File: src/rtl/core/fpa_pkg.sv
// shared types and codes for the fixed-point alu
package fpa_pkg;

  typedef enum logic [2:0] {
    OP_ADD  = 3'd0,
    OP_SUB  = 3'd1,
    OP_MUL  = 3'd2,
    OP_DIV  = 3'd3,
    OP_ITOF = 3'd4,
    OP_FTOI = 3'd5
  } op_e;

  typedef struct packed {
    logic [2:0]         opcode;
    logic signed [31:0] operand_a;
    logic signed [31:0] operand_b;
  } fpa_in_t;

  typedef struct packed {
    logic signed [31:0] result;
    logic               overflow;
    logic               divide_by_zero;
  } fpa_out_t;

  // state handed from one divider cell to the next
  typedef struct packed {
    logic        vld;
    logic [2:0]  opcode;
    logic [63:0] rem;
    logic [63:0] quo;
    logic [31:0] dvs;
    logic        neg;
    logic [31:0] res;
    logic        ovf;
    logic        dz;
  } fpa_cell_t;

endpackage

File: src/rtl/core/fpa_cell.sv
// one restoring division step cell; other ops pass through unchanged
module fpa_cell #(
  parameter int unsigned BitIdx = 0
) (
  input  logic              clk_i,
  input  logic              rst_ni,
  input  fpa_pkg::fpa_cell_t cell_i,
  output fpa_pkg::fpa_cell_t cell_o
);
  import fpa_pkg::*;

  fpa_cell_t cell_d;
  fpa_cell_t cell_q;
  logic      vld_q;
  logic [63:0] part;
  logic [64:0] trial;

  // try subtracting divisor at this bit position
  always_comb begin
    cell_d = cell_i;
    part   = cell_i.rem >> BitIdx;
    trial  = {1'b0, part} - {33'd0, cell_i.dvs};
    if (cell_i.opcode == OP_DIV && !trial[64]) begin
      cell_d.rem         = cell_i.rem - ({32'd0, cell_i.dvs} << BitIdx);
      cell_d.quo[BitIdx] = 1'b1;
    end
  end

  // valid bit, cleared by reset
  always_ff @(posedge clk_i or negedge rst_ni) begin
    if (!rst_ni) begin
      vld_q <= 1'b0;
    end else begin
      vld_q <= cell_i.vld;
    end
  end

  // data registers
  always_ff @(posedge clk_i) begin
    cell_q <= cell_d;
  end

  // hand registered state to the next cell
  always_comb begin
    cell_o     = cell_q;
    cell_o.vld = vld_q;
  end
endmodule

File: config.mk
export PLATFORM = sky130hd
export DESIGN_NAME = fpa_cell
export DESIGN_NICKNAME = d
export VERILOG_FILES = /design/src/rtl/core/fpa_pkg.sv /design/src/rtl/core/fpa_cell.sv
export SDC_FILE = /design/constraint.sdc
export NUM_CORES = 1
export LEC_CHECK = 0
export BUFFER_PORTS_ARGS = -buffer_cell sky130_fd_sc_hd__buf_2
export CORE_AREA = 2 2 156 158
export CTS_BUF_LIST = sky130_fd_sc_hd__clkbuf_8
export DETAILED_ROUTE_END_ITERATION = 16
export DIE_AREA = 0 0 158 160
export SYNTH_ARGS = -nofsm -noshare
export SYNTH_HDL_FRONTEND = slang
export SYNTH_SLANG_ARGS = --single-unit
File: constraint.sdc
create_clock -name clk_i -period 0.8 [get_ports clk_i]
set_input_delay 0.12 -clock clk_i [delete_from_list [all_inputs] [get_ports clk_i]]
set_output_delay 0.12 -clock clk_i [all_outputs]
set_load 0.05 [all_outputs]
Yosys cells after proc, flatten, opt, wreduce, memory -nomap -nowiden
Cells that the tools add are included.
Widths: inputs -> output; s select.
- memories: 0
- memory bits (writable): 0
- memory bits (read-only): 0
- flip-flop bits (word level): 199
- output and inout bits: 199
- input bits: 201
- latch bits: 0
- logic and storage cells: 16
- reduce and logical (&&, ||, !) cells: 2
- muxes and demuxes: 1
- $mul: 0
- bitwise logic cells: 0
- eq/ne operators: 1
- div/mod/pow operators: 0
- add/sub/neg operators: 2
- shift-type cells: 0
- magnitude comparators: 0
- operator list (cell ; number):
    $sub 64x32->65 ; 1
    $mux 64 ; 1
    $sub 64x32->64 ; 1
    $eq 3x2->1 const B ; 1
    $logic_and 1x1->1 ; 1
    $logic_not 1->1 ; 1

Depth between registers and ports, before layout
- depth in word-level cells: 4
- depth in mapped cells: 13
- mapped depth without buffers: 11

Worst setup path before layout
Ideal clock, no wire load.
- path kind: input -> register
- start point: input port cell_i[131] (netlist bit)
- end point: register cell_q, in the netlist cell_o[178]
- path slack: -2083 ps
- path buffers: 2
- required time: 672 ps
- data arrival time: 2754 ps
- stages on the path: 13
- setup time: 128 ps
- cell sequence: inv_1 -> ha_1 -> fa_1 -> nand2b_1 -> a21oi_1 -> o21ai_0 -> a211oi_2 -> nor4_2 -> or4_1 -> buf_4 -> buf_6 -> o31ai_1 -> o21ai_0
- RTL lines (what ; line ; text):
    from (decl) ; fpa_cell.sv:7 ; input fpa_pkg::fpa_cell_t cell_i,
    to (signal assigned) ; fpa_cell.sv:40 ; cell_q <= cell_d;
    to (decl) ; fpa_cell.sv:13 ; fpa_cell_t cell_q;

==> flow_summary.toml <==
[route]
ant_nets = 0
wl_met1_mm = 12.4
wl_met2_mm = 17.8
wl_per_cell_microns = 18.7
initialDrtViolationCount = 324
drc = 0
drt_pre_antenna_iters = 4
highest_layer = "met5"
num_vias = 8281
wirelength_mm = 34.4
met3_length_mm = 2.30
via_per_inst = 4.51

[timing]
fmax_mhz = 435
min_period_ns = 2.30
relSlewSlack_pct = 65.7
setup_viol = 264
setup_tns_ns = -147.68
maxSlewViolCount = 0
worstMarginPinSlew_ns = 0.513
post-route-period-util_pct = 287
rsz0062_at_grt = "yes"
hold_viol_final = 2
hold_ws_ns = -0.242
layout_setup_ws_ns = -1.50

[clock_tree]
cts_root_buf = "clkbuf_8"
clkTransAtPathRegs_ns = 0.12
h-tree-depth = 4
cts_made_buffers = 17
cts_sinks = 199
cts.path.max_buffers = 2
ctsHoldBuffers = 197
cts_tree = "built"

[placement]
place_ws_ns = -2.02
port_buffers = 399
dp_hpwl_mm = 21.0
gp_congestion = 0.872

[die]
ioPinCount = 400
core_area_sq_um = 23800
die_x_microns = 158
die_h_microns = 160
dieArea_sq_um = 25300
placement_rows = 57
start_util_pct = 29.7

[flow_run]
maxCapViolations = 0

[logic_synthesis]
synth-seq-cells = 199
yosys.area.top_type = "dfxtp_1"
synthArstFlopShare_pct = 0.503
syn_area_sq_um = 7080
ys_warn_count = 0
postSynthAreaPerCell_sq_um = 10.3
synth_edf_count = 0
synthDistinctLibCells = 59
netlist_instances = 687
synth_ff_type = "dfxtp_1"
synth_nets = 921
synth_most_common_cell = "dfxtp_1"
yosys.area.top_type_share_pct = 56.0
ys_seq_area_share_pct = 56.3
synth.area.top_cells = "dfxtp_1, ha_1, xor2_1"
netlist_top_cells_count = "dfxtp_1, nand2_1, inv_1"

[pwr]
leakage_nw = 7.61
finalPower_mw = 26.8
peakVddDrop_v = 0.00123
powerDensity_nw_per_um2 = 1620

[min_path]
min_path_type = "input port to flop"

[grt]
grt_pass1_wl_mm = 49.2
grt_max_degree = 28
grt_use_total_pct = 25.4
grt_overflow_total = 0
grt_pass1_vias = 8903
grt_antenna_before_repair = 6

[finish]
area_delta_synth_final_pct = 134
fin_util_pct = 69.5
drive_gt1_share_pct = 62.9
nets = 1729

[critical_path]
worst-path-buf-inv = 6
cp.required_ns = 1.16
crit_path_frequent_cell = "buf_6"
worstPathCellList = "buf_6 > inv_4 > ha_4 > a21o_1 > buf_6 > a2111oi_4 > buf_4 > a211oi_4 > buf_6 > o41ai_4 > buf_4 > nand3b_1 > nor2_1 > xor2_1"
cp_top_family = "compound AO/OA/AOI/OAI gates"
worstPathMaxFanout = 4
end_kind = "flop"
path_class = "input port to flop"
slowest_stage = "o41ai_4"
crit_arrival_ns = 2.66
slowest_delay_ns = 0.46
cp-start-kind = "input port"

[status]
failed_checks = "negative hold slack, negative setup slack"
status = "complete, but fails checks"
cell type report:
type	count	area, sq um
clock buffer	18	248
inverter	44	180
sequential	199	4240
multi-input combinational	429	3570
fill	1651	7260
antenna	6	15.0
tap	324	405
timing repair buffer	804	7710
clock inverter	14	188
cell families (layout without fill, tap and decap cells):
logic type	Yosys count	count (layout)	share of synthesized area, %
AO/OA/AOI/OAI	134	134	11.8
XOR/XNOR	59	59	7.30
adder cells (fa/ha/maj)	33	33	5.94
buffers and inverters	59	880	3.59
flip-flops	199	199	56.3
multiplexers	1	1	0.159
other	0	6	0
AND/OR/NAND/NOR	202	202	14.9
where the power goes:
group / switching, mW / total, mW / internal (mW)
clock: 4.33 / 6.89 / 2.57
combinational: 4.54 / 8.85 / 4.31
sequential: 0.435 / 11.1 / 10.6
total: 9.31 / 26.8 / 17.5
layout by cell type, fill, tap and decap left out, types with 5 or more instances in the layout:
cell type / count
a21o_1: 7
a21oi_1: 25
a21oi_2: 6
buf_12: 13
buf_2: 186
buf_4: 186
buf_6: 49
buf_8: 173
clkbuf_8: 18
clkinv_8: 5
dfxtp_2: 195
diode_2: 6
dlygate4sd3_1: 197
ha_1: 14
ha_4: 17
inv_1: 30
inv_2: 10
nand2_1: 70
nand2b_1: 8
nand3_1: 9
nand4_1: 6
nor2_1: 27
nor3_1: 7
nor3_4: 6
nor4_4: 12
o21ai_0: 18
o21ai_1: 29
o21ai_2: 5
xnor2_1: 21
xor2_1: 36
final timing paths:
| check | start | endpoint | slack, ns | cells after the start |
|---|---|---|---|---|
| setup / recovery | cell_i[50] | cell_o[177] | -1.50 | 14 |
| hold / removal | cell_i[35] | cell_o[35] | -0.24 | 1 |
| max in group asynchronous | rst_ni | vld_q | 0.22 | 3 |
| min in group asynchronous | rst_ni | vld_q | 0.47 | 3 |
through the flow:
step | area, sq um | cells
after global placement | 11000 | 1571
after detailed placement | 11000 | 1571
after global routing | 16600 | 1837
final | 16600 | 1838
after floorplan | 7360 | 687
after CTS | 16100 | 1818
metal layers:
| layer | vias to the layer above | GRT usage [%] |
|---|---|---|
| met5 | - | 0 |
| met4 | 2 | 14.4 |
| met3 | 108 | 7.03 |
| met2 | 339 | 45.0 |
| met1 | 3853 | 26.8 |
| li1 | 3979 | - |
sequential cells by signal (all words and copies together) (netlist names):
name,flops
cell_o,198
vld_q,1
timing repair:
action,CTS,global route
setup endpoints to repair,264,264
buffers inserted,21,16
gates cloned,1,0
pin swaps,49,33
gates resized for setup,823,95
hold endpoints to repair,198,2
Note: power is estimated with default switching activity, not from simulation.
